`src/rtl/lgg_pkg.sv`:
```
// ============================================================================
// lgg_pkg
// Shared types and constants for the life grid generation core.
// ============================================================================
package lgg_pkg;

    localparam int GRID_WIDTH  = 64;
    localparam int GRID_HEIGHT = 64;

    localparam int ROW_W   = $clog2(GRID_HEIGHT);
    localparam int COL_W   = $clog2(GRID_WIDTH);
    localparam int OP_W    = 3;
    localparam int ADDR_W  = 6;
    localparam int COUNT_W = 4;

    localparam logic [OP_W-1:0] OP_STEP   = 3'd0;
    localparam logic [OP_W-1:0] OP_TOGGLE = 3'd1;
    localparam logic [OP_W-1:0] OP_WRITE  = 3'd2;
    localparam logic [OP_W-1:0] OP_READ   = 3'd3;
    localparam logic [OP_W-1:0] OP_CLEAR  = 3'd4;

    localparam logic [COUNT_W-1:0] BIRTH_COUNT   = 4'd3;
    localparam logic [COUNT_W-1:0] SURVIVE_COUNT = 4'd2;

    typedef logic [GRID_WIDTH-1:0] t_row;
    typedef logic [COL_W-1:0]      t_col;

    typedef struct packed {
        logic step;
        logic clear;
        logic edit;
        logic edit_val;
    } t_rule_ctl;

endpackage

```
`src/rtl/lgg_row_cell.sv`:
```
// ============================================================================
// lgg_row_cell
// One row of the grid. Takes the row from its neighbor on each shift.
// ============================================================================
module lgg_row_cell import lgg_pkg::*; (
    input  logic i_clk,
    input  logic i_rst_n,
    input  logic i_shift,
    input  t_row i_din,
    output t_row o_row
);

    t_row r_row;
    t_row n_row;

    always_comb begin
        n_row = r_row;
        if (i_shift) begin
            n_row = i_din;
        end
    end

    always_ff @(posedge i_clk) begin
        if (!i_rst_n) begin
            r_row <= '0;
        end else begin
            r_row <= n_row;
        end
    end

    assign o_row = r_row;

endmodule

```
`config.mk`:
```
export PLATFORM = sky130hd
export DESIGN_NAME = lgg_row_cell
export DESIGN_NICKNAME = d
export VERILOG_FILES = /design/src/rtl/lgg_pkg.sv /design/src/rtl/lgg_row_cell.sv
export SDC_FILE = /design/constraint.sdc
export NUM_CORES = 1
export LEC_CHECK = 0
export BUFFER_PORTS_ARGS = -buffer_cell sky130_fd_sc_hd__buf_2
export CAP_MARGIN = 20
export CORE_ASPECT_RATIO = 0.9
export CORE_MARGIN = 4
export CORE_UTILIZATION = 44
export DETAILED_ROUTE_END_ITERATION = 12
export GPL_TIMING_DRIVEN = 0
export PLACE_DENSITY = 0.81
export SETUP_SLACK_MARGIN = 0.2
export SLEW_MARGIN = 10
export SYNTH_ARGS = -nofsm -noshare
export SYNTH_HDL_FRONTEND = slang
export SYNTH_SLANG_ARGS = --single-unit
```
`constraint.sdc`:
```
create_clock -name i_clk -period 0.9 [get_ports i_clk]
set_input_delay 0.09 -clock i_clk [delete_from_list [all_inputs] [get_ports i_clk]]
set_output_delay 0.09 -clock i_clk [all_outputs]
set_load 0.03 [all_outputs]
```
# Word level (Yosys, flattened, before mapping)
# Cells that the tools add are included.
# Widths: inputs -> output; s select.
[word_totals]
output_inout_bits = 64
word_cells = 1
ff_bits = 64

# Logic depth before layout (Yosys ltp)
[logic_depth]
word_depth = 0
mapped_depth = 4

# Worst setup path after synthesis
# Ideal clock, no wire load.
[synth_path]
path_kind = "reg-to-reg"
start = "register o_row[0] (netlist name)"
end = "register r_row[0] (netlist: o_row[0])"
path_stages_with_launch = 3
n_path_buf = 0
setup_slack_ns = 0.149
arrival_ns = 0.686
cell_sequence = "dfxtp_1 mux2i_1 nor2b_1"
[synth_rtl]
columns = ["element", "line", "rtl"]
rows = [
  ["end signal, assigned", "lgg_row_cell.sv:27", "r_row <= n_row;"],
  ["end, declared", "lgg_row_cell.sv:13", "t_row r_row;"],
]

# Final worst setup path
[layout_path]
start = "register r_row[44] (netlist: o_row[44])"
end = "output o_row[44]"
[layout_rtl]
columns = ["element", "line", "rtl"]
rows = [
  ["end, declared", "lgg_row_cell.sv:10", "output t_row o_row"],
]
# No word-level cell between the ends.

==> reports/results.ini <==
[global_route]
grt_overflow = 0
grt_pass1_wl_mm = 10.2
grt_max_degree = 12
grt_usage = 0.192
grt_pass1_vias = 2156
antenna_found_initial = 0

[synth]
synth_area_leaders = dfxtp_1 52%, mux2i_1 26%, nor2b_1 16%
synth-warning-count = 0
synth_area_um2 = 2450
async_reset_ff_frac = 0
synth_top_area_share = 0.523
ys.flop_type = dfxtp_1
synth_fp_nets = 273
postSynthCellCount = 206
synth_seq_cells = 64
seq_area_frac_synth = 0.523
netlist_top_cells_count = 64 x dfxtp_1, 64 x mux2i_1, 64 x nor2b_1, 6 x buf_8, 6 x clkbuf_1
syn_area_per_cell_um2 = 11.9
synth_edf_count = 0
synth_cell_types = 7
synth.largest_area_cell = dfxtp_1

[critical_path]
slowest_stage = dfxtp_2
crit_buf_inv = 1
startpoint = o_row[44]
critPathMaxFanout = 2
r2r_slack_ps = 80
crit_required_ps = 810
reg2regPathDepth = 4
critPathCapture = o_row[44]
r2r_end = o_row[40]
crit_type = reg2out
reg2reg_from = o_row[40]
timing.critical_path.cells = buf_6
start_kind = flop
cp_top_family = flip-flops
cp_data_arrival_time_ps = 830
cp-end-kind = primary output
crit_path_max_incr_delay_ps = 350
path_depth = 1

[routing]
viasPerCell = 4.62
wire_per_inst_um = 14.7
drc_errors = 0
via_count = 2017
drt-total-wl_mm = 6.44
ant_nets = 0
drtPass1Iterations = 4
drt_iter0_drc = 22

[cts]
htree_levels = 3
cts_buffer_depth = 2
clk_pin_slew_ps = 80
clk_latency_ps = 330
clock-sinks = 64
numCtsBuffers = 9
cts_tree = yes
root_buffer = clkbuf_8

[floorplanning]
core.rowCount = 25
core_um2 = 5320
start_util = 0.461
die_h_um = 78.8
fp.dieArea_um2 = 6830
chipWidth_um = 86.7
io-pin-count = 131

[layout]
stdcell_count = 437
layout.nets = 432
areaGrowthSynthToFinish_pct = 67.9
multi_input_area_um2 = 1060
layout-drive-gt1-share = 0.622
antenna_cells = 0
seqCellArea_um2 = 1360
fin_util = 0.774
fillers = 359
largest_reg_flops = 64

[timing]
rsz0062_at_grt = true
hold_viol_final = 0
worst_slew_pin_slew_ps = 357
fin_setup_tns_ps = -72.1
setup_viol = 13
setup_ws_ps = -16.3
slew-limit-headroom = 0.762
finalCritPeriodShare = 1.02
fmax_ghz = 1.09
slew_violations = 0
fin_worst_skew_ps = 0
fin_crit_ps = 916

[job]
max_cap_viol_count = 0

[place]
gp_congestion = 0.699
placed_cells = 401
port_buffers = 128
pre_cts_ws_ps = 0.167
dp_hpwl_mm = 4.18

[status]
violations = setup timing
status = finished with violations

[power_and_ir_drop]
power.leakage_nw = 2.00
ir_worst_vdd_uv = 1270
power.density_nw_per_um2 = 1780
power_mw = 7.33

[hold_path]
min_path_type = in2reg

cell families (layout without fill, tap and decap cells):
| kind of cell | count (synthesis) | count (layout) | synth area share |
|---|---|---|---|
| buffers and inverters | 14 | 178 | 0.0526 |
| AND/OR/NAND/NOR | 64 | 64 | 0.163 |
| multiplexers | 64 | 64 | 0.261 |
| flip-flops | 64 | 64 | 0.523 |
layout make-up:
type	instances	area share
well taps	67	0.0204
flip-flops and latches	64	0.331
plain buffers	14	0.0334
clock buffers	11	0.0344
clock inverters	5	0.0195
multi-input cells	128	0.258
repair buffers	148	0.304
worst register-to-register path, stage by stage, from the launching register on:
cell and delay, ps:
dfxtp_2 330, buf_6 110, buf_6 100, mux2i_1 120, nor2b_1 60
stage by stage:
step                      hold slack [ps]  instance area (um^2)
final                                12.4                  4120
after global routing                 2.28                  4120
after CTS                           0.189                  4020
after detailed placement              355                  3260
after global placement                343                  3260
after floorplan                       259                  2540
power by group:
group | internal [mW] | switching [mW]
clock network | 1.63 | 1.11
registers | 3.04 | 0.126
logic | 0.744 | 0.685
repair_timing:
item,4_1_cts,5_1_grt
hold buffers,8,0
gates resized for setup,129,15
setup buffers,7,5
endpoints found under the setup margin,64,78
endpoints found under the hold margin,8,0
how the worst min path moves through the flow:
stage          depth (start not counted)   endpoint       from  slack (ps)
2_1_floorplan                          2   o_row[0]   i_din[0]         260
3_3_place_gp                           3  o_row[45]  i_din[45]         340
3_5_place_dp                           3  o_row[46]  i_din[46]         350
4_1_cts                                3  o_row[39]  i_din[39]         0.2
5_1_grt                                3  o_row[43]  i_din[43]           2
6_report                               3  o_row[36]  i_din[36]          10
cell usage in the layout (no fill, tap or decap):
master          netlist  final
mux2i_2               0      2
buf_12                0      1
buf_2                 0     64
clkinv_2              0      1
buf_4                 0      5
clkinvlp_4            0      2
clkbuf_2              1      1
buf_8                 6      6
dlygate4sd3_1         0      3
clkbuf_1              6      7
dlymetal6s4s_1        0      5
bufinv_16             0      2
dfxtp_2               0     64
mux2i_4               0      1
nor2b_1              64     64
buf_6                 1     71
mux2i_1              64     61
clkbuf_8              0     10
layer usage:
metal	GRT usage	part of all wire	wire length (um)	up-vias
met5	0	0	0	-
met2	0.330	0.52	3360	80
met1	0.211	0.38	2430	936
met3	0.0882	0.090	581	6
met4	0.0607	0.012	78	0
li1	-	-	-	995
Note: power is estimated with default switching activity, not from simulation.
