### config.mk
export PLATFORM = sky130hd
export DESIGN_NAME = lgg_row_rule
export DESIGN_NICKNAME = d
export VERILOG_FILES = /design/src/rtl/lgg_pkg.sv /design/src/rtl/lgg_row_rule.sv
export SDC_FILE = /design/constraint.sdc
export NUM_CORES = 1
export LEC_CHECK = 0
export BUFFER_PORTS_ARGS = -buffer_cell sky130_fd_sc_hd__buf_2
export CORE_MARGIN = 8
export CORE_UTILIZATION = 55
export DETAILED_ROUTE_END_ITERATION = 10
export PLACE_DENSITY = 0.8
export SYNTH_ARGS = -nofsm -noshare
export SYNTH_HDL_FRONTEND = slang
export SYNTH_SLANG_ARGS = --single-unit
### constraint.sdc
create_clock -name vclk -period 8.15
set_input_delay 0.815 -clock vclk [all_inputs]
set_output_delay 0.815 -clock vclk [all_outputs]
set_load 0.03 [all_outputs]
### src/rtl/lgg_pkg.sv
// ============================================================================
// lgg_pkg
// Shared types and constants for the life grid generation core.
// ============================================================================
package lgg_pkg;

    localparam int GRID_WIDTH  = 64;
    localparam int GRID_HEIGHT = 64;

    localparam int ROW_W   = $clog2(GRID_HEIGHT);
    localparam int COL_W   = $clog2(GRID_WIDTH);
    localparam int OP_W    = 3;
    localparam int ADDR_W  = 6;
    localparam int COUNT_W = 4;

    localparam logic [OP_W-1:0] OP_STEP   = 3'd0;
    localparam logic [OP_W-1:0] OP_TOGGLE = 3'd1;
    localparam logic [OP_W-1:0] OP_WRITE  = 3'd2;
    localparam logic [OP_W-1:0] OP_READ   = 3'd3;
    localparam logic [OP_W-1:0] OP_CLEAR  = 3'd4;

    localparam logic [COUNT_W-1:0] BIRTH_COUNT   = 4'd3;
    localparam logic [COUNT_W-1:0] SURVIVE_COUNT = 4'd2;

    typedef logic [GRID_WIDTH-1:0] t_row;
    typedef logic [COL_W-1:0]      t_col;

    typedef struct packed {
        logic step;
        logic clear;
        logic edit;
        logic edit_val;
    } t_rule_ctl;

endpackage

### src/rtl/lgg_row_rule.sv
// ============================================================================
// lgg_row_rule
// Next value of one row: B3/S23 rule from three rows, clear, or a cell edit.
// ============================================================================
module lgg_row_rule import lgg_pkg::*; (
    input  t_row      i_prev,
    input  t_row      i_cur,
    input  t_row      i_next,
    input  t_rule_ctl i_ctl,
    input  t_col      i_col,
    output t_row      o_row
);

    logic [GRID_WIDTH+1:0] w_up;
    logic [GRID_WIDTH+1:0] w_mid;
    logic [GRID_WIDTH+1:0] w_dn;
    logic [COUNT_W-1:0]    w_cnt [GRID_WIDTH];
    t_row                  w_life;

    assign w_up  = {1'b0, i_prev, 1'b0};
    assign w_mid = {1'b0, i_cur,  1'b0};
    assign w_dn  = {1'b0, i_next, 1'b0};

    for (genvar g = 0; g < GRID_WIDTH; g++) begin : g_col
        assign w_cnt[g] = COUNT_W'(w_up[g]) + COUNT_W'(w_up[g+1]) + COUNT_W'(w_up[g+2])
                        + COUNT_W'(w_mid[g]) + COUNT_W'(w_mid[g+2])
                        + COUNT_W'(w_dn[g]) + COUNT_W'(w_dn[g+1]) + COUNT_W'(w_dn[g+2]);
        assign w_life[g] = (w_cnt[g] == BIRTH_COUNT)
                         || (i_cur[g] && (w_cnt[g] == SURVIVE_COUNT));
    end

    always_comb begin
        if (i_ctl.step) begin
            o_row = w_life;
        end else if (i_ctl.clear) begin
            o_row = '0;
        end else begin
            o_row = i_cur;
        end
        if (i_ctl.edit) begin
            o_row[i_col] = i_ctl.edit_val;
        end
    end

endmodule

== Yosys cells after proc, flatten, opt, wreduce, memory -nomap -nowiden ==
Cells that the tools add are included.
Cells by class
  $add $sub $neg: 441
  equal/unequal tests: 128
  magnitude comparators: 2
  reduce and logical (&&, ||, !) cells: 129
  mux-type cells: 6
Operators by type and width (number)
  $add 4x1->4: 252
  $eq 4x2->1 const B: 128
  $add 3x1->4: 63
  $mux 64: 3
  $add 2x1->3: 63
  $add 1x1->2: 63
  $logic_and 1x1->1: 65
  $bwmux 64: 1
  $logic_or 1x1->1: 64
  $lt 6x7->1 const B: 1
  $demux 1 s6: 1
  $ge 6x1->1 const B: 1
  $mux 1: 1
Word-level totals
  output and inout port bits: 64
  word-level logic and storage cells: 706
  register bits after elaboration: 0
  input port bits: 202

== Longest topological paths before layout ==
  depth in word-level cells: 13
  depth in mapped cells: 11
  mapped depth without buffers: 11

== Worst setup path after synthesis ==
Ideal clock, no wire load.
  path type: input -> output
  start: input port i_prev[10]
  end: output port o_row[11]
  cell stages on the path: 11
  arrival time: 3.792 ns
  path slack: 3.543 ns
  path through: inv_1 > fa_1 > fa_1 > fa_1 > inv_1 > ha_1 > fa_1 > o211ai_1 > a21oi_1 > o21ai_0 > a31oi_1
On the way
  cells in the longest elaborated chain, start to end: 13
  elaborated cells between the ends (all ways): 14
  classes of those cells: add/sub (7); eq/ne (2); mux (3); reduce/logical (2)
RTL lines
  start, declared: RTL line lgg_row_rule.sv:6  | input t_row i_prev,
  $add 1x1->2 *: RTL line lgg_row_rule.sv:25  | assign w_cnt[g] = COUNT_W'(w_up[g]) + COUNT_W'(w_up[g+1]) + COUNT_W'(w_up[g+2])
  $add 2x1->3 *: RTL line lgg_row_rule.sv:25
  $add 3x1->4 *: RTL line lgg_row_rule.sv:26  | + COUNT_W'(w_mid[g]) + COUNT_W'(w_mid[g+2])
  $add 4x1->4 *: RTL line lgg_row_rule.sv:26
  $add 4x1->4 * (3 in a row): RTL line lgg_row_rule.sv:27  | + COUNT_W'(w_dn[g]) + COUNT_W'(w_dn[g+1]) + COUNT_W'(w_dn[g+2]);
  $eq 4x2->1: RTL line lgg_row_rule.sv:29  | || (i_cur[g] && (w_cnt[g] == SURVIVE_COUNT));
  $logic_and 1x1->1: RTL line lgg_row_rule.sv:29
  $logic_or 1x1->1 *: RTL line lgg_row_rule.sv:29
  $mux 64 *: RTL line lgg_row_rule.sv:33  | if (i_ctl.step) begin
  $bwmux 64: RTL line lgg_row_rule.sv:41  | o_row[i_col] = i_ctl.edit_val;
  $mux 64 *: RTL line lgg_row_rule.sv:40  | if (i_ctl.edit) begin
  end, declared: RTL line lgg_row_rule.sv:11  | output t_row o_row
Mark *: on every way between the ends. The rest lies on a longest branch, timed or not.

== Final worst setup path ==
  start: input port i_prev[13]
  end: output port o_row[14]
The elaborated chain is that of the path after synthesis.

==> results.cfg <==
[outcome]
outcome = finished clean

[global_route]
gr-usage-all-layers_pct = 24.2
grt_pass1_vias = 12073
grt-ovfl-total = 0
grt_max_degree = 66
grt_first_pass_wirelength_mm = 56.6
antenna_found_initial = 10

[cells_and_area]
final_cell_mix = 450 x inv_1, 266 x buf_2, 252 x fa_1, 239 x nand2_1, 188 x ha_1
clockBufferCount = 0
n_sequential_cell = 0
n_fill_cell = 1993
multiInputGateArea_sq_um = 10800
regArea_sq_um = 0
final_nets = 2386
stdcell_count = 2029
area_growth_pct = 12.2
drive_gt1_share_pct = 15.8
layout_commonest_cell = inv_1

[worst_setup_path]
crit_top_cell = fa_1
worstPathCellList = buf_2 > inv_1 > fa_1 > fa_1 > fa_1 > inv_1 > ha_1 > fa_1 > o211ai_1 > a21oi_1 > o21ai_0 > a31oi_1 > buf_2
worst_ep_required_time_ns = 7.34
arrival_ns = 4.07
path_class = input pin to output pin
worstPathMaxFanout = 2
worstSetupEndpointType = output pin
start_kind = input pin
slowest_stage = fa_1
crit_start = i_prev[13]
slowest_delay_ns = 0.56

[timing]
setup_viol = 0
rsz0062_at_grt = false
fmax_ghz = 0.205
slew_violations = 0
relSlewSlack_pct = 30.9
tightest_slew_ns = 1.03
finalHoldViolations = 0
period_share_pct = 59.9
fin_crit_ns = 4.88
setup_tns_ns = 0

[floorplanning]
boundaryPins = 266
core_area_sq_um = 22600
die_area_sq_um = 28200
die-width_um = 168
rows = 55
start_util_pct = 56.0
dieHeight_um = 168

[synthesis]
synth_area_sq_um = 12700
synthDistinctLibCells = 30
ys_seq_area_share_pct = 0
syn_avg_cell_area_sq_um = 8.41
syn_inst = 1507
synth_warnings = 0
synth_nets = 2149

[run]
drv_cap = 0

[route]
via_per_inst = 5.33
initialDrtViolationCount = 593
vias = 10807
ant_nets = 0
dr.pass1.iters = 5
drc_errors = 0
wl_per_cell_um = 16.7
routed_wl_mm = 33.9

[place]
routabilityCongestion = 0.859
dp_hpwl_mm = 29.4
placed_cells = 2027
port_buffers = 266

[hold_path]
hp-start = i_cur[13]
hp-class = input pin to output pin

[clock_network]
cts_setup_buffers = 0
post_cts_resize_count = 0
holdBufCountCts = 0

[pwr]
ir_drop_v = 0.0000930
power_density_nw_per_um2 = 121
p_leak_nw = 8.09
[logic make-up after synthesis]
| kind of cell | after synthesis | share of synthesized area [%] |
|---|---|---|
| adder cells (fa/ha/maj) | 440 | 58.3 |
| buffers and inverters | 484 | 14.7 |
| AO/OA/AOI/OAI | 201 | 11.7 |
| AND/OR/NAND/NOR | 382 | 15.3 |
[Yosys cell counts]
master,n,share of area [%]
o211ai_1,6,0.36
nand2b_1,58,2.9
clkbuf_1,5,0.15
buf_1,1,0.030
o2111ai_1,57,3.9
and4_1,1,0.069
nor3_4,1,0.13
a21oi_1,67,2.6
a211o_1,1,0.069
o22a_1,57,3.9
clkbuf_2,1,0.039
buf_2,23,0.91
ha_1,188,19
buf_4,4,0.24
and4b_1,3,0.24
nor2_2,1,0.049
nor4b_4,1,0.19
a31oi_1,4,0.20
nor3b_4,3,0.44
nor2_1,11,0.33
fa_1,252,40
nand2_1,239,7.1
a2111oi_2,1,0.12
inv_1,450,13
nand3b_1,57,3.4
o21ai_0,4,0.16
and3b_1,3,0.21
and4bb_1,3,0.30
a211oi_1,4,0.24
and3_1,1,0.049
[power breakdown]
part	leakage [nW]	switching (mW)	internal [mW]
Clock	0.0000127	0	0.0000000329
Sequential	0	0	0
Combinational	8.09	0.994	0.722
[stage by stage]
| step | setup slack [ns] | hold WS (ns) | util, % | total power, mW | instance area, sq um |
|---|---|---|---|---|---|
| 2_1_floorplan | 3.54 | 1.92 | - | 1.27 | 12700 |
| 3_3_place_gp | 3.35 | 2.08 | 62.8 | 1.61 | 14200 |
| 3_5_place_dp | 3.28 | 2.07 | 62.8 | 1.72 | 14200 |
| 4_1_cts | 3.28 | 2.07 | 62.8 | 1.73 | 14200 |
| 5_1_grt | 3.16 | 2.11 | 62.8 | 1.97 | 14200 |
| 6_report | 3.27 | 2.08 | 62.8 | 1.72 | 14200 |
[final timing paths]
kind | to | slack, ns | cells after the start
worst max-delay path | o_row[14] | 3.27 | 13
worst min-delay path | o_row[13] | 2.08 | 4
[area by class of cell]
cell class / count / share of cell area (%)
well taps: 285 / 2.51
multi-input cells: 1023 / 76.1
diodes: 2 / 0.0352
inverters: 450 / 11.9
repair buffers: 269 / 9.52
[routing by layer]
layer  wire [um]  GRT usage [%]
met5          93              0
met3        2560           4.82
met1       14000           30.3
met4         826           6.13
met2       16400           42.1
[critical path: cells and delay by family]
kind / cells / cell delay (ns)
AOI/OAI and AO/OA: 4 / 0.57
adders and majority gates: 5 / 2.18
buffers and inverters: 4 / 0.50
(Power assumes the default switching activity.)
